[config.mk]
export PLATFORM = sky130hd
export DESIGN_NAME = lane_edge_row_scanner
export DESIGN_NICKNAME = d
export VERILOG_FILES = /design/src/lers_pkg.sv /design/src/lane_edge_row_scanner.sv /design/src/lers_front.sv /design/src/lers_queue.sv /design/src/lers_back.sv
export VERILOG_INCLUDE_DIRS = /design/src /design/src/src
export SDC_FILE = /design/constraint.sdc
export NUM_CORES = 2
export LEC_CHECK = 0
export ABC_AREA = 1
export BUFFER_PORTS_ARGS = -buffer_cell sky130_fd_sc_hd__buf_2
export CAP_MARGIN = 20
export CORE_UTILIZATION = 35
export CTS_BUF_LIST = sky130_fd_sc_hd__clkbuf_8
export CTS_CLUSTER_SIZE = 30
export DETAILED_ROUTE_END_ITERATION = 6
export GPL_TIMING_DRIVEN = 0
export PLACE_DENSITY = 0.53
export SETUP_SLACK_MARGIN = 0.4
export SYNTH_ARGS = -nofsm -noshare
export SYNTH_HDL_FRONTEND = slang
export SYNTH_SLANG_ARGS = --single-unit
[constraint.sdc]
create_clock -name clk -period 10.75 [get_ports clk]
set_input_delay 0.5375 -clock clk [delete_from_list [all_inputs] [get_ports clk]]
set_output_delay 0.5375 -clock clk [all_outputs]
set_load 0.1 [all_outputs]
[src/assert_macros.svh]
// Assertion macros shared by the lane edge scanner modules.
// Expects signals named clk and rst in the including scope.
`ifndef ASSERT_MACROS_SVH
`define ASSERT_MACROS_SVH

// Same-cycle implication, checked outside reset.
`define ASSERT_IMPLIES(label, ante, cons, msg) \
  label: assert property (@(posedge clk) disable iff (rst) (ante) |-> (cons)) \
    else $error(msg);

// Next-cycle implication, checked outside reset.
`define ASSERT_NEXT(label, ante, cons, msg) \
  label: assert property (@(posedge clk) disable iff (rst) (ante) |=> (cons)) \
    else $error(msg);

`endif

[src/lers_pkg.sv]
// Shared types, constants and helpers for the lane edge row scanner.
// Used by lers_front, lers_queue, lers_back and lane_edge_row_scanner.
package lers_pkg;

  localparam int COL_BITS       = 12;
  localparam int TOTAL_BITS     = 32;
  localparam int DIM_BITS       = COL_BITS + 1;
  localparam int CFG_BITS       = 13;
  localparam int CFG_IDX_BITS   = 3;
  localparam int FIELD_COL_BITS = 12;
  localparam int FIELD_CNT_BITS = 13;
  localparam int MODE_BITS      = 2;
  localparam int S_TDATA_BITS   = 8;
  localparam int M_TDATA_BITS   = 80;
  localparam int RESULT_BITS    = 4 * FIELD_COL_BITS + 2 + MODE_BITS + 2 * FIELD_CNT_BITS;
  localparam int RESULT_PAD     = M_TDATA_BITS - RESULT_BITS;

  localparam int FIFO_DEPTH     = 4;
  localparam int FIFO_PTR_BITS  = $clog2(FIFO_DEPTH);
  localparam int FIFO_CNT_BITS  = FIFO_PTR_BITS + 1;

  localparam int RANGE_BITS     = COL_BITS - 1;
  localparam int RANGE10_BITS   = COL_BITS + 2;
  localparam int DVS_BITS       = TOTAL_BITS + 5;
  localparam int PROD_BITS      = RANGE10_BITS + TOTAL_BITS;
  localparam int REM_BITS       = DVS_BITS + COL_BITS - 1;
  localparam int DIV_CNT_BITS   = $clog2(COL_BITS);

  localparam logic [FIELD_CNT_BITS-1:0] CNT_MAX = '1;

  localparam logic [CFG_BITS-1:0]       RST_FRAME_WIDTH    = CFG_BITS'(1280);
  localparam logic [CFG_BITS-1:0]       RST_FRAME_HEIGHT   = CFG_BITS'(720);
  localparam logic [FIELD_COL_BITS-1:0] RST_BAND_FIRST_ROW = FIELD_COL_BITS'(360);
  localparam logic [CFG_BITS-1:0]       RST_BAND_END_ROW   = CFG_BITS'(647);
  localparam logic [CFG_BITS-1:0]       RST_MIN_EDGE_ROWS  = CFG_BITS'(10);
  localparam logic [COL_BITS-1:0]       RST_CENTER         = COL_BITS'(640);

  localparam logic KIND_ROW     = 1'b0;
  localparam logic KIND_SUMMARY = 1'b1;

  localparam logic [MODE_BITS-1:0] MODE_NONE  = 2'd0;
  localparam logic [MODE_BITS-1:0] MODE_BOTH  = 2'd1;
  localparam logic [MODE_BITS-1:0] MODE_RIGHT = 2'd2;
  localparam logic [MODE_BITS-1:0] MODE_LEFT  = 2'd3;

  typedef enum logic [CFG_IDX_BITS-1:0] {
    CFG_FRAME_WIDTH,
    CFG_FRAME_HEIGHT,
    CFG_BAND_FIRST_ROW,
    CFG_BAND_END_ROW,
    CFG_MIN_EDGE_ROWS
  } cfg_index_t;

  typedef struct packed {
    logic [CFG_BITS-1:0]       frame_width;
    logic [CFG_BITS-1:0]       frame_height;
    logic [FIELD_COL_BITS-1:0] band_first_row;
    logic [CFG_BITS-1:0]       band_end_row;
    logic [CFG_BITS-1:0]       min_edge_rows;
  } lers_cfg_t;

  typedef struct packed {
    logic                      has_row;
    logic                      frame_end;
    logic [COL_BITS-1:0]       row_index;
    logic                      left_found;
    logic [COL_BITS-1:0]       left_col;
    logic                      right_found;
    logic [COL_BITS-1:0]       right_col;
    logic [FIELD_CNT_BITS-1:0] left_rows;
    logic [FIELD_CNT_BITS-1:0] right_rows;
  } lers_event_t;

  typedef struct packed {
    logic                update;
    logic [COL_BITS-1:0] col;
  } lers_center_t;

  typedef struct packed {
    logic [RESULT_PAD-1:0]     pad;
    logic [FIELD_CNT_BITS-1:0] right_rows;
    logic [FIELD_CNT_BITS-1:0] left_rows;
    logic [MODE_BITS-1:0]      lane_mode;
    logic [FIELD_COL_BITS-1:0] center_col;
    logic [FIELD_COL_BITS-1:0] right_col;
    logic                      right_found;
    logic [FIELD_COL_BITS-1:0] left_col;
    logic                      left_found;
    logic [FIELD_COL_BITS-1:0] row_index;
  } lers_result_t;

  function automatic logic [DIM_BITS-1:0] clamp_dim(input logic [CFG_BITS-1:0] v);
    logic [31:0] v32;
    v32 = 32'(v);
    if (v32 == 32'd0) begin
      return DIM_BITS'(1);
    end else if (v32 > (32'd1 << COL_BITS)) begin
      return DIM_BITS'(32'd1 << COL_BITS);
    end else begin
      return v32[DIM_BITS-1:0];
    end
  endfunction

  function automatic logic [FIELD_COL_BITS-1:0] to_field_col(input logic [COL_BITS-1:0] v);
    logic [31:0] v32;
    v32 = 32'(v);
    return v32[FIELD_COL_BITS-1:0];
  endfunction

endpackage

[src/lane_edge_row_scanner.sv]
// Throughput: one pixel per cycle while the event queue has room; after a frame end the
// input stalls until the back end publishes the new center, longer while a row result
// waits. Reset (rst, synchronous): registers to defaults, center 640, totals one, queue
// empty. Depends on lers_pkg, lers_front, lers_queue, lers_back.
module lane_edge_row_scanner (
  input  logic                                clk,
  input  logic                                rst,
  input  logic                                s_axis_tvalid,
  output logic                                s_axis_tready,
  input  logic [lers_pkg::S_TDATA_BITS-1:0]   s_axis_tdata,  // [0] pixel_on, rest zero
  input  logic                                s_axis_tuser,  // [0] frame_begin
  output logic                                m_axis_tvalid,
  input  logic                                m_axis_tready,
  // [11:0] row_index, [12] left_found, [24:13] left_col, [25] right_found,
  // [37:26] right_col, [49:38] center_col, [51:50] lane_mode,
  // [64:52] left_rows, [77:65] right_rows, [79:78] zero
  output logic [lers_pkg::M_TDATA_BITS-1:0]   m_axis_tdata,
  output logic                                m_axis_tuser,  // [0] result_kind
  output logic                                m_axis_tlast,
  input  logic                                cfg_wr_en,
  input  logic [lers_pkg::CFG_IDX_BITS-1:0]   cfg_index,
  input  logic [lers_pkg::CFG_BITS-1:0]       cfg_wr_data
);
  import lers_pkg::*;

  lers_cfg_t    cfg;
  lers_center_t center;
  lers_event_t  push_data;
  lers_event_t  pop_data;
  lers_result_t res_data;
  logic         ev_push;
  logic         ev_full;
  logic         ev_pop;
  logic         ev_empty;

  always_ff @(posedge clk) begin
    if (rst) begin
      cfg.frame_width    <= RST_FRAME_WIDTH;
      cfg.frame_height   <= RST_FRAME_HEIGHT;
      cfg.band_first_row <= RST_BAND_FIRST_ROW;
      cfg.band_end_row   <= RST_BAND_END_ROW;
      cfg.min_edge_rows  <= RST_MIN_EDGE_ROWS;
    end else if (cfg_wr_en) begin
      unique case (cfg_index)
        CFG_FRAME_WIDTH:    cfg.frame_width    <= cfg_wr_data;
        CFG_FRAME_HEIGHT:   cfg.frame_height   <= cfg_wr_data;
        CFG_BAND_FIRST_ROW: cfg.band_first_row <= cfg_wr_data[FIELD_COL_BITS-1:0];
        CFG_BAND_END_ROW:   cfg.band_end_row   <= cfg_wr_data;
        CFG_MIN_EDGE_ROWS:  cfg.min_edge_rows  <= cfg_wr_data;
        default: begin
        end
      endcase
    end
  end

  lers_front u_front (
    .clk         (clk),
    .rst         (rst),
    .cfg         (cfg),
    .center      (center),
    .pix_valid   (s_axis_tvalid),
    .pix_ready   (s_axis_tready),
    .pixel_on    (s_axis_tdata[0]),
    .frame_begin (s_axis_tuser),
    .ev_push     (ev_push),
    .ev_data     (push_data),
    .ev_full     (ev_full)
  );

  lers_queue u_queue (
    .clk       (clk),
    .rst       (rst),
    .push      (ev_push),
    .push_data (push_data),
    .full      (ev_full),
    .pop       (ev_pop),
    .pop_data  (pop_data),
    .empty     (ev_empty)
  );

  lers_back u_back (
    .clk       (clk),
    .rst       (rst),
    .cfg       (cfg),
    .ev_empty  (ev_empty),
    .ev_pop    (ev_pop),
    .ev_data   (pop_data),
    .center    (center),
    .res_valid (m_axis_tvalid),
    .res_ready (m_axis_tready),
    .res_data  (res_data),
    .res_kind  (m_axis_tuser),
    .res_last  (m_axis_tlast)
  );

  assign m_axis_tdata = res_data;

endmodule

[src/lers_front.sv]
// Pixel front end: column and row counters, edge detection per row.
// Pushes row and frame-end events into the queue; depends on lers_pkg.
`include "assert_macros.svh"

module lers_front (
  input  logic                  clk,
  input  logic                  rst,
  input  lers_pkg::lers_cfg_t   cfg,
  input  lers_pkg::lers_center_t center,
  input  logic                  pix_valid,
  output logic                  pix_ready,
  input  logic                  pixel_on,
  input  logic                  frame_begin,
  output logic                  ev_push,
  output lers_pkg::lers_event_t ev_data,
  input  logic                  ev_full
);
  import lers_pkg::*;

  logic [COL_BITS-1:0]       column_count;
  logic [COL_BITS-1:0]       row_count;
  logic                      previous_pixel;
  logic                      left_valid;
  logic                      right_valid;
  logic [COL_BITS-1:0]       row_left_hit;
  logic [COL_BITS-1:0]       row_right_hit;
  logic [FIELD_CNT_BITS-1:0] frame_left_rows;
  logic [FIELD_CNT_BITS-1:0] frame_right_rows;
  logic                      wait_center;

  logic [DIM_BITS-1:0]       w;
  logic [DIM_BITS-1:0]       h;
  logic [COL_BITS-1:0]       c;
  logic [COL_BITS-1:0]       r;
  logic [COL_BITS-1:0]       c_minus;
  logic [DIM_BITS-1:0]       c_inc;
  logic [DIM_BITS-1:0]       r_inc;
  logic [FIELD_CNT_BITS-1:0] lr_base;
  logic [FIELD_CNT_BITS-1:0] rr_base;
  logic [FIELD_CNT_BITS-1:0] lr_next;
  logic [FIELD_CNT_BITS-1:0] rr_next;
  logic                      left_valid_next;
  logic                      right_valid_next;
  logic [COL_BITS-1:0]       row_left_hit_next;
  logic [COL_BITS-1:0]       row_right_hit_next;
  logic                      row_end;
  logic                      frame_end;
  logic                      in_band;
  logic                      accept;

  assign pix_ready = !wait_center && !ev_full;
  assign accept    = pix_valid && pix_ready;

  assign w       = clamp_dim(cfg.frame_width);
  assign h       = clamp_dim(cfg.frame_height);
  assign c       = frame_begin ? '0 : column_count;
  assign r       = frame_begin ? '0 : row_count;
  assign lr_base = frame_begin ? '0 : frame_left_rows;
  assign rr_base = frame_begin ? '0 : frame_right_rows;
  assign c_minus = c - COL_BITS'(1);
  assign c_inc   = DIM_BITS'(c) + DIM_BITS'(1);
  assign r_inc   = DIM_BITS'(r) + DIM_BITS'(1);

  assign row_end   = (c_inc >= w);
  assign frame_end = row_end && (r_inc >= h);
  assign in_band   = (32'(r) >= 32'(cfg.band_first_row)) && (32'(r) < 32'(cfg.band_end_row));

  always_comb begin
    left_valid_next    = left_valid;
    right_valid_next   = right_valid;
    row_left_hit_next  = row_left_hit;
    row_right_hit_next = row_right_hit;
    if (c == '0) begin
      left_valid_next    = 1'b0;
      right_valid_next   = 1'b0;
      row_left_hit_next  = '0;
      row_right_hit_next = '0;
    end else begin
      if (previous_pixel && !pixel_on && (c <= center.col)) begin
        left_valid_next   = 1'b1;
        row_left_hit_next = c;
      end
      if (!previous_pixel && pixel_on && (c_minus >= center.col) && !right_valid) begin
        right_valid_next   = 1'b1;
        row_right_hit_next = c_minus;
      end
    end
  end

  always_comb begin
    lr_next = lr_base;
    rr_next = rr_base;
    if (row_end && in_band) begin
      if (left_valid_next && (lr_base != CNT_MAX)) begin
        lr_next = lr_base + FIELD_CNT_BITS'(1);
      end
      if (right_valid_next && (rr_base != CNT_MAX)) begin
        rr_next = rr_base + FIELD_CNT_BITS'(1);
      end
    end
  end

  assign ev_push = accept && row_end && (in_band || frame_end);

  always_comb begin
    ev_data             = '0;
    ev_data.has_row     = in_band;
    ev_data.frame_end   = frame_end;
    ev_data.row_index   = r;
    ev_data.left_found  = left_valid_next;
    ev_data.left_col    = row_left_hit_next;
    ev_data.right_found = right_valid_next;
    ev_data.right_col   = row_right_hit_next;
    ev_data.left_rows   = lr_next;
    ev_data.right_rows  = rr_next;
  end

  always_ff @(posedge clk) begin
    if (rst) begin
      column_count     <= '0;
      row_count        <= '0;
      previous_pixel   <= 1'b0;
      left_valid       <= 1'b0;
      right_valid      <= 1'b0;
      row_left_hit     <= '0;
      row_right_hit    <= '0;
      frame_left_rows  <= '0;
      frame_right_rows <= '0;
      wait_center      <= 1'b0;
    end else begin
      if (center.update) begin
        wait_center <= 1'b0;
      end
      if (accept) begin
        previous_pixel <= pixel_on;
        left_valid     <= left_valid_next;
        right_valid    <= right_valid_next;
        row_left_hit   <= row_left_hit_next;
        row_right_hit  <= row_right_hit_next;
        column_count   <= row_end ? '0 : c_inc[COL_BITS-1:0];
        if (!row_end) begin
          row_count <= r;
        end else if (frame_end) begin
          row_count <= '0;
        end else begin
          row_count <= r_inc[COL_BITS-1:0];
        end
        frame_left_rows  <= frame_end ? '0 : lr_next;
        frame_right_rows <= frame_end ? '0 : rr_next;
        if (frame_end) begin
          wait_center <= 1'b1;
        end
      end
    end
  end

  `ASSERT_IMPLIES(a_push_not_full, ev_push, !ev_full, "event pushed into full queue")
  `ASSERT_NEXT(a_frame_end_waits, ev_push && ev_data.frame_end, wait_center, "no stall after frame end")

endmodule

[src/lers_queue.sv]
// Short event queue between the pixel front end and the result back end.
// Holds lers_pkg::lers_event_t entries; depends on lers_pkg.
module lers_queue (
  input  logic                  clk,
  input  logic                  rst,
  input  logic                  push,
  input  lers_pkg::lers_event_t push_data,
  output logic                  full,
  input  logic                  pop,
  output lers_pkg::lers_event_t pop_data,
  output logic                  empty
);
  import lers_pkg::*;

  lers_event_t                entries [FIFO_DEPTH];
  logic [FIFO_PTR_BITS-1:0]   wr_ptr;
  logic [FIFO_PTR_BITS-1:0]   rd_ptr;
  logic [FIFO_CNT_BITS-1:0]   count;
  logic                       do_push;
  logic                       do_pop;

  assign full     = (count == FIFO_CNT_BITS'(FIFO_DEPTH));
  assign empty    = (count == '0);
  assign do_push  = push && !full;
  assign do_pop   = pop && !empty;
  assign pop_data = entries[rd_ptr];

  always_ff @(posedge clk) begin
    if (do_push) begin
      entries[wr_ptr] <= push_data;
    end
  end

  always_ff @(posedge clk) begin
    if (rst) begin
      wr_ptr <= '0;
      rd_ptr <= '0;
      count  <= '0;
    end else begin
      if (do_push) begin
        wr_ptr <= wr_ptr + FIFO_PTR_BITS'(1);
      end
      if (do_pop) begin
        rd_ptr <= rd_ptr + FIFO_PTR_BITS'(1);
      end
      if (do_push && !do_pop) begin
        count <= count + FIFO_CNT_BITS'(1);
      end else if (!do_push && do_pop) begin
        count <= count - FIFO_CNT_BITS'(1);
      end
    end
  end

endmodule

[src/lers_back.sv]
// Result back end: row results, running totals, frame summary and the
// shift-subtract divider for the next center. Depends on lers_pkg.
`include "assert_macros.svh"

module lers_back (
  input  logic                   clk,
  input  logic                   rst,
  input  lers_pkg::lers_cfg_t    cfg,
  input  logic                   ev_empty,
  output logic                   ev_pop,
  input  lers_pkg::lers_event_t  ev_data,
  output lers_pkg::lers_center_t center,
  output logic                   res_valid,
  input  logic                   res_ready,
  output lers_pkg::lers_result_t res_data,
  output logic                   res_kind,
  output logic                   res_last
);
  import lers_pkg::*;

  typedef enum logic [2:0] {
    ST_IDLE,
    ST_ROW,
    ST_MUL,
    ST_DIV,
    ST_FIX,
    ST_SUM
  } state_t;

  state_t                    state;
  lers_event_t               ev;
  logic [TOTAL_BITS-1:0]     left_total;
  logic [TOTAL_BITS-1:0]     right_total;
  logic [COL_BITS-1:0]       search_center;
  logic                      center_update;
  logic [REM_BITS-1:0]       rem;
  logic [REM_BITS-1:0]       dsh;
  logic [COL_BITS-1:0]       quo;
  logic                      lge;
  logic [DIV_CNT_BITS-1:0]   div_cnt;

  logic [DIM_BITS-1:0]       w;
  logic [COL_BITS-1:0]       base;
  logic [RANGE_BITS-1:0]     rng;
  logic [RANGE10_BITS-1:0]   range10;
  logic [TOTAL_BITS-1:0]     diff;
  logic [DVS_BITS-1:0]       tot_sum;
  logic [DVS_BITS-1:0]       dvs;
  logic [PROD_BITS-1:0]      prod;
  logic                      rem_ge;
  logic                      round_up;
  logic [COL_BITS:0]         q_up;
  logic [COL_BITS:0]         q_lim;
  logic [COL_BITS:0]         base_x;
  logic [COL_BITS:0]         ctr_left;
  logic [COL_BITS:0]         ctr_right;
  logic [COL_BITS-1:0]       new_center;
  logic [MODE_BITS-1:0]      mode;
  lers_result_t              row_res;
  lers_result_t              sum_res;

  assign ev_pop        = (state == ST_IDLE) && !ev_empty;
  assign center.update = center_update;
  assign center.col    = search_center;

  assign w       = clamp_dim(cfg.frame_width);
  assign base    = w[DIM_BITS-1:1];
  assign rng     = w[DIM_BITS-1:2];
  assign range10 = (RANGE10_BITS'(rng) << 3) + (RANGE10_BITS'(rng) << 1);
  assign diff    = (left_total >= right_total) ? (left_total - right_total)
                                               : (right_total - left_total);
  assign tot_sum = DVS_BITS'(left_total) + DVS_BITS'(right_total);
  assign dvs     = (tot_sum << 3) + (tot_sum << 1) + DVS_BITS'(1);
  assign prod    = PROD_BITS'(range10) * PROD_BITS'(diff);
  assign rem_ge  = (rem >= dsh);

  assign round_up  = !lge && (rem != '0);
  assign q_up      = {1'b0, quo} + {{COL_BITS{1'b0}}, round_up};
  assign base_x    = {1'b0, base};
  assign q_lim     = (q_up > base_x) ? base_x : q_up;
  assign ctr_left  = base_x - q_lim;
  assign ctr_right = base_x + {1'b0, quo};
  assign new_center = lge ? ctr_right[COL_BITS-1:0] : ctr_left[COL_BITS-1:0];

  always_comb begin
    priority if ((ev.right_rows > cfg.min_edge_rows) && (ev.left_rows > cfg.min_edge_rows)) begin
      mode = MODE_BOTH;
    end else if ((ev.right_rows >= ev.left_rows) && (ev.right_rows > cfg.min_edge_rows)) begin
      mode = MODE_RIGHT;
    end else if ((ev.left_rows > ev.right_rows) && (ev.left_rows > cfg.min_edge_rows)) begin
      mode = MODE_LEFT;
    end else begin
      mode = MODE_NONE;
    end
  end

  always_comb begin
    row_res             = '0;
    row_res.row_index   = to_field_col(ev_data.row_index);
    row_res.left_found  = ev_data.left_found;
    row_res.left_col    = to_field_col(ev_data.left_col);
    row_res.right_found = ev_data.right_found;
    row_res.right_col   = to_field_col(ev_data.right_col);
    row_res.center_col  = to_field_col(search_center);
    row_res.lane_mode   = MODE_NONE;
    row_res.left_rows   = ev_data.left_rows;
    row_res.right_rows  = ev_data.right_rows;
  end

  always_comb begin
    sum_res            = '0;
    sum_res.row_index  = to_field_col(ev.row_index);
    sum_res.center_col = to_field_col(new_center);
    sum_res.lane_mode  = mode;
    sum_res.left_rows  = ev.left_rows;
    sum_res.right_rows = ev.right_rows;
  end

  always_ff @(posedge clk) begin
    if (rst) begin
      state         <= ST_IDLE;
      left_total    <= TOTAL_BITS'(1);
      right_total   <= TOTAL_BITS'(1);
      search_center <= RST_CENTER;
      center_update <= 1'b0;
      res_valid     <= 1'b0;
      res_kind      <= KIND_ROW;
      res_last      <= 1'b0;
    end else begin
      center_update <= 1'b0;
      unique case (state)
        ST_IDLE: begin
          if (!ev_empty) begin
            ev <= ev_data;
            if (ev_data.has_row) begin
              if (ev_data.left_found && (left_total != '1)) begin
                left_total <= left_total + TOTAL_BITS'(1);
              end
              if (ev_data.right_found && (right_total != '1)) begin
                right_total <= right_total + TOTAL_BITS'(1);
              end
              res_data  <= row_res;
              res_kind  <= KIND_ROW;
              res_last  <= !ev_data.frame_end;
              res_valid <= 1'b1;
              state     <= ST_ROW;
            end else begin
              state <= ST_MUL;
            end
          end
        end
        ST_ROW: begin
          if (res_ready) begin
            res_valid <= 1'b0;
            state     <= ev.frame_end ? ST_MUL : ST_IDLE;
          end
        end
        ST_MUL: begin
          rem     <= REM_BITS'(prod);
          dsh     <= REM_BITS'(dvs) << (COL_BITS - 1);
          quo     <= '0;
          lge     <= (left_total >= right_total);
          div_cnt <= DIV_CNT_BITS'(COL_BITS - 1);
          state   <= ST_DIV;
        end
        ST_DIV: begin
          if (rem_ge) begin
            rem <= rem - dsh;
          end
          quo <= {quo[COL_BITS-2:0], rem_ge};
          dsh <= dsh >> 1;
          if (div_cnt == '0) begin
            state <= ST_FIX;
          end else begin
            div_cnt <= div_cnt - DIV_CNT_BITS'(1);
          end
        end
        ST_FIX: begin
          search_center <= new_center;
          center_update <= 1'b1;
          res_data      <= sum_res;
          res_kind      <= KIND_SUMMARY;
          res_last      <= 1'b1;
          res_valid     <= 1'b1;
          state         <= ST_SUM;
        end
        ST_SUM: begin
          if (res_ready) begin
            res_valid <= 1'b0;
            state     <= ST_IDLE;
          end
        end
        default: begin
          state <= ST_IDLE;
        end
      endcase
    end
  end

  `ASSERT_IMPLIES(a_quo_in_range, state == ST_FIX, 32'(quo) <= 32'(rng), "quotient above range")
  `ASSERT_NEXT(a_fix_gives_summary, state == ST_FIX, res_valid && (res_kind == KIND_SUMMARY), "summary missing")
  `ASSERT_IMPLIES(a_pop_output_free, ev_pop, !res_valid, "pop while result pending")

endmodule
### After elaboration in Yosys (flattened, before gate mapping)

Memory sizes are Yosys's and may differ from the RTL's. A register that Yosys moved wholly into a read port is not among the register bits.
Cells that the tools add are included.

| word-level totals | value |
|---|---|
| input bits | 30 |
| word-level logic and storage cells | 240 |
| bits in writable memories | 264 |
| flip-flop bits (word level) | 464 |
| output and inout port bits | 84 |
| memories kept | 1 |

Memories:

| memory | depth | bits a word | read ports | clocked after memory_dff | wr ports | RTL line | text |
|---|---|---|---|---|---|---|---|
| u_queue.entries | 4 | 66 | 1 | 1 | 1 | lers_queue.sv:15 | `lers_event_t entries [FIFO_DEPTH];` |

| cells by class | value |
|---|---|
| muxes and demuxes | 67 |
| add/sub/neg operators | 22 |
| reductions and logical operators | 65 |
| multipliers | 1 |
| magnitude comparators | 15 |
| bitwise operators | 2 |
| equal/unequal tests | 22 |

Operators by type and width:

| operator | number |
|---|---|
| $pmux 48 s2 | 2 |
| $mux 80 | 2 |
| $pmux 80 s2 | 1 |
| $mux 13 | 12 |
| $mux 12 | 11 |
| $add 32x1->32 const B | 2 |
| $ne 32x32->1 const B | 2 |
| $sub 32x32->32 | 2 |
| $ge 48x48->1 | 1 |
| $mux 48 | 1 |
| $reduce_bool 48->1 | 1 |
| $sub 48x48->48 | 1 |
| $mul 14x32->46 | 1 |
| $ge 13x13->1 | 3 |
| $gt 13x13->1 | 3 |
| $add 37x1->37 const B | 1 |
| $add 37x37->37 | 1 |
| $add 32x32->33 | 1 |
| $ge 32x32->1 | 1 |
| $mux 32 | 1 |
| $add 12x1->13 const B | 2 |
| $add 13x1->13 const B | 2 |
| $gt 13x13->1 const B | 2 |
| $logic_not 13->1 | 2 |
| 41 further kinds | 136 |

### Logic depth before layout (Yosys ltp)

| depth | value |
|---|---|
| depth after elaboration | 12 |
| depth in mapped cells | 48 |
| depth with buffers taken out | 47 |

### Hierarchy

From an unflattened synthesis, not the netlist that was laid out.

| second synthesis, totals | value |
|---|---|
| cells, all modules | 7412 |
| area total of the unflattened synthesis | 60100.1 µm² |

Modules (own cells, without submodules):

| module | area an instance (µm²) | seq. area each (µm²) | instances | cells an instance |
|---|---|---|---|---|
| lers_back | 39326.5 | 8568.2 | 1 | 5162 |
| lers_queue | 10869.2 | 8107.8 | 1 | 708 |
| lers_front | 7382.1 | 1561.5 | 1 | 1181 |
| lane_edge_row_scanner | 2522.4 | 1281.2 | 1 | 361 |

### Worst setup path before layout

OpenSTA, ideal clock, no wires.

| path | value |
|---|---|
| path type | reg-to-reg |
| start | register cfg[59] (netlist name) |
| end | register u_back.rem[37] (data pin) |
| clock period less this slack | 8.158 ns |
| setup time | 0.256 ns |
| data required time | 10.494 ns |
| path buffers | 2 |
| arrival time | 7.902 ns |
| path slack | 2.592 ns |
| cell stages (with the launch flop) | 39 |
| cells stage by stage | dfxtp_1 > nor4_1 > nand2_1 > nand2_1 > nand2_1 > inv_1 > clkbuf_1 > ha_1 > a21oi_1 > nand2_1 > a21oi_1 > o21ai_0 > a21oi_1 > o21bai_1 > nand2_1 > a21oi_1 > xor2_1 > buf_2 > [... 3 more ...] > fa_1 > fa_1 > fa_1 > ha_1 > ha_1 > a21oi_1 > inv_1 > a31oi_1 > o21ai_0 > nand3_1 > o211ai_1 > a21oi_1 > inv_1 > a21oi_1 > o21bai_1 > or2_2 > nand3_1 > nand2_1 |

| on the way | value |
|---|---|
| word-level cells in the longest chain between the ends | 6 |
| elaborated cells on any way between the ends | 7 |
| those cells by class | add/sub (1); mul (1); order compare (1); mux (3); reduce/logical (1) |

RTL lines:

| item | RTL line | text |
|---|---|---|
| $gt 13x13->1 | lers_pkg.sv:97 | `end else if (v32 > (32'd1 << COL_BITS)) begin` |
| $mux 13 | lers_pkg.sv:97 |  |
| $mux 13 (*) | lers_pkg.sv:95 | `if (v32 == 32'd0) begin` |
| $add 14x12->14 (*) | lers_back.sv:69 | `assign range10 = (RANGE10_BITS'(rng) << 3) + (RANGE10_BITS'(rng) << 1);` |
| $mul 14x32->46 (*) | lers_back.sv:74 | `assign prod = PROD_BITS'(range10) * PROD_BITS'(diff);` |
| $pmux 48 s2 (*) | lers_back.sv:131 | `unique case (state)` |
| end signal, assigned | lers_back.sv:159 | `rem <= REM_BITS'(prod);` |
| end signal, assigned | lers_back.sv:168 | `rem <= rem - dsh;` |
| end, declared | lers_back.sv:36 | `logic [REM_BITS-1:0] rem;` |

Mark *: on every way between the ends. The rest lies on a longest branch, timed or not.
A chain may end at the register's enable or synchronous reset.

### Worst setup path in the final report

| path | value |
|---|---|
| start | register u_back.left_total[0] |
| end | register u_back.rem[37] (data pin) |

| on the way | value |
|---|---|
| word-level cells in the longest chain between the ends | 4 |
| elaborated cells on any way between the ends | 6 |
| those cells by class | add/sub (2); mul (1); order compare (1); mux (2) |

RTL lines:

| item | RTL line | text |
|---|---|---|
| start, declared | lers_back.sv:32 | `logic [TOTAL_BITS-1:0] left_total;` |
| start signal, assigned | lers_back.sv:137 | `left_total <= left_total + TOTAL_BITS'(1);` |
| $sub 32x32->32, or another cell as far along | lers_back.sv:71 | `: (right_total - left_total);` |
| $mux 32 (*) | lers_back.sv:70 | `assign diff = (left_total >= right_total) ? (left_total - right_total)` |
| $mul 14x32->46 (*) | lers_back.sv:74 |  |
| $pmux 48 s2 (*) | lers_back.sv:131 |  |

Marks and branches as above.

==> impl_summary.log <==
INFO  metric die_y = 409 um
INFO  metric drive_gt1_share = 7.09%
INFO  metric synth_sequential_area_ratio = 33.6%
INFO  metric synth-async-reset-ratio = 0%
INFO  metric critical_path.max_stage_delay = 0.86 ns
INFO  metric synth.area.top_cells = sky130_fd_sc_hd__edfxtp_1 (26%), sky130_fd_sc_hd__fa_1 (12%), sky130_fd_sc_hd__ha_1 (9.9%)
INFO  metric layout_worst_path_cycle_share = 93.1%
INFO  metric floorplan.die_area = 168000 sq um
INFO  metric netlist_area = 58100 sq um
INFO  metric initial_core_util = 35.3%
INFO  metric vias_in_the_first_global_route = 48300
INFO  metric clock_insertion_delay_worst_skew = 0.90 ns
INFO  metric max-clock-path-buffers = 3
INFO  metric synth_ff_type = sky130_fd_sc_hd__edfxtp_1
INFO  metric clockRootBuffer = sky130_fd_sc_hd__clkbuf_8
INFO  metric die-width = 409 um
INFO  metric number_of_vias_in_the_routed_layout = 50900
INFO  metric ys.warnings.count = 0
INFO  metric cts_made_buffers = 133
INFO  metric grt_antenna_before_repair = 17
INFO  metric drc_errors = 0
INFO  metric globalRoute.totalOverflow = 0
INFO  metric number_of_standard_cells_in_the_layout_taps_in_and_fillers_out = 9753
INFO  metric layout-area-overhead-vs-synth = 11.2%
INFO  metric timing.clock.skew = 0.0775 ns
INFO  metric cts-htree-levels = 4
INFO  metric vias_per_cell = 5.22
INFO  metric path_clk_slew = 0.06 ns
INFO  metric number_of_unique_standard_cell_types_used_by_synthesis = 78
INFO  metric hp-class = in2reg
INFO  metric synth-edff-count = 494
INFO  metric worstPathMaxFanout = 10
INFO  metric fin_nets = 8284
INFO  metric finalWeightedCongestion = 0.941
INFO  metric synth_top_cell_by_area = sky130_fd_sc_hd__edfxtp_1
INFO  metric syn-mean-instance-area = 8.08 sq um
INFO  metric postSynthRegisterBits = 728
INFO  metric grt.total_usage = 23.8%
INFO  metric drtAntennaViolNets = 0
INFO  metric io_buffer_count = 102
INFO  metric run_status = finished clean
INFO  metric max_cap_violations = 0
INFO  metric postRouteWirelength = 203000 um
INFO  metric critical_path_class = reg2reg
INFO  metric grt_pass1_wl = 303000 um
INFO  metric timing_hold_violations_final = 0
INFO  metric tritoncts = built
INFO  metric crit_slowest_cell = sky130_fd_sc_hd__xor2_1
INFO  metric setup_viol = 0
INFO  metric drt_pre_antenna_iters = 6
INFO  metric cp_common_cell = sky130_fd_sc_hd__inv_1
INFO  metric slew_headroom = 22.4%
INFO  metric setup.worst_path.end_class = register
INFO  metric detailed_place_hpwl = 164000 um
INFO  metric dp.cells = 9504
INFO  metric rsz0062_at_grt = no
INFO  metric maximum_number_of_pins_on_one_net_before_global_route_repair = 38
INFO  metric syn-instance-count = 7192
INFO  metric worst_ep_required_time = 11.37 ns
INFO  metric synth_largest_type_area_fraction = 25.5%
INFO  metric achievable-frequency = 0.0999 GHz
INFO  metric layout.cells.most_common_list = sky130_fd_sc_hd__nand2_1 (1272), sky130_fd_sc_hd__inv_1 (1098), sky130_fd_sc_hd__nor2_1 (909)
INFO  metric mostFrequentLayoutCell = sky130_fd_sc_hd__nand2_1
INFO  metric cp_data_arrival_time = 10.64 ns
INFO  metric timing.critical_path.from_type = register
INFO  metric worst_pin_slew = 1.16 ns
INFO  metric drv_slew = 0
INFO  metric design.portCount = 114
INFO  metric numClockSinks = 728
INFO  metric wl_per_cell = 20.9 um
INFO  metric core_region_area = 165000 sq um
INFO  metric drt_iter0_markers = 4705
INFO  metric layout_min_cycle_time = 10.01 ns
INFO  metric rows = 149
area by class of cell:
type	count	area [sq um]
flip-flops and latches	728	19500
well taps	2189	2740
diodes	2	5.00
fillers	17200	100000
inverters	1094	4120
plain buffers	214	935
repair buffers	126	931
clock inverters	99	704
clock buffers	144	1980
multi-input cells	5157	33700
through the flow:
step	cell area, sq um	setup slack, ns	util, %	setup TNS (ns)	hold slack (ns)
floorplan	58100	2.59	-	0	0.429
finish	64600	0.737	39.2	0	0.109
global placement	61400	-0.654	37.2	-129.88	0.447
detailed placement	61800	-0.486	37.5	-1.27	0.455
CTS	64500	0.440	39.2	0	0.00480
global route	64600	0.399	39.2	0	0.0568
registers in the layout, summed over array words and instances (netlist names), 3 cells and up, named ones only:
| register | cells |
|---|---|
| u_queue.entries | 264 |
| u_back.res_data | 78 |
| cfg | 64 |
| u_back.dsh | 48 |
| u_back.rem | 48 |
| u_back.ev | 39 |
| u_back.left_total | 32 |
| u_back.right_total | 32 |
| u_front.frame_left_rows | 13 |
| u_front.frame_right_rows | 13 |
| u_back.quo | 12 |
| u_back.search_center | 12 |
| u_front.column_count | 12 |
| u_front.row_count | 12 |
| u_front.row_left_hit | 12 |
| u_front.row_right_hit | 12 |
| u_back.div_cnt | 4 |
| u_back.state | 3 |
| u_queue.count | 3 |
Yosys cell counts (26+ instances only):
library cell                  n
sky130_fd_sc_hd__or2_2       61
sky130_fd_sc_hd__nand2_1   1277
sky130_fd_sc_hd__clkbuf_1   147
sky130_fd_sc_hd__nor3_1      88
sky130_fd_sc_hd__xnor2_1     26
sky130_fd_sc_hd__xor2_1     147
sky130_fd_sc_hd__edfxtp_1   494
sky130_fd_sc_hd__inv_1     1061
sky130_fd_sc_hd__a31oi_1     37
sky130_fd_sc_hd__a21oi_1    590
sky130_fd_sc_hd__nor2_1     916
sky130_fd_sc_hd__o21ai_0    575
sky130_fd_sc_hd__o21a_1      38
sky130_fd_sc_hd__dfxtp_1    234
sky130_fd_sc_hd__inv_2       27
sky130_fd_sc_hd__o22ai_1     45
sky130_fd_sc_hd__nor4_1      44
sky130_fd_sc_hd__ha_1       462
sky130_fd_sc_hd__nand4_1     65
sky130_fd_sc_hd__nand3_1    142
sky130_fd_sc_hd__o211ai_1    44
sky130_fd_sc_hd__fa_1       338
sky130_fd_sc_hd__buf_2       31
sky130_fd_sc_hd__o21ai_1     29
kinds of logic (layout without fill, tap and decap cells):
| family | Yosys count | after routing | share of synthesized area [%] |
|---|---|---|---|
| AOI/OAI and AO/OA | 1495 | 1495 | 14.2 |
| xor gates and xnor gates | 174 | 174 | 2.64 |
| adders and majority gates | 800 | 800 | 21.6 |
| other | 1 | 4 | 0.00645 |
| muxes | 1 | 1 | 0.0194 |
| DFF | 728 | 728 | 33.6 |
| and+or+nand+nor | 2685 | 2685 | 19.3 |
| buffers and inverters | 1308 | 1677 | 8.68 |
worst paths after layout:
check / startpoint / slack, ns / cells after the start / to
setup / recovery: u_back.left_total[0] / 0.74 / 39 / u_back.rem[37]
hold / removal: cfg_wr_data[7] / 0.11 / 3 / cfg[45]
setup reg to reg: u_back.left_total[0] / 0.74 / 39 / u_back.rem[37]
hold reg to reg: cfg[24] / 0.46 / 2 / cfg[24]
worst max-delay path: cells and delay by family (launching register included):
kind,cells,cell delay (ns)
AOI/OAI and AO/OA,9,1.78
xor gates and xnor gates,1,0.86
adders and majority gates,9,3.87
buffers and inverters,9,1.52
DFF,1,0.40
and+or+nand+nor,11,1.32
metal layers:
layer / GRT usage (%) / part of all wire (%) / vias up / routed length (um)
met3: 3.63 / 6.8 / 221 / 13800
met4: 6.32 / 2.3 / 4 / 4660
met2: 37.5 / 45 / 1687 / 92300
li1: - / - / 24300 / -
met1: 33.9 / 46 / 24700 / 92600
met5: 0 / 0.012 / - / 24
what timing repair did:
| item | 4_1_cts | 5_1_grt |
|---|---|---|
| setup buffers | 0 | 2 |
| hold endpoints to repair | 1 | 0 |
| hold buffers | 1 | 0 |
| setup endpoints to repair | 22 | 25 |
| resized for setup | 9 | 19 |
| pin swaps | 0 | 1 |
Power is left out: the tool's default activity adds up to more than one toggle a clock period on the data nets, which glitch-free logic cannot reach.
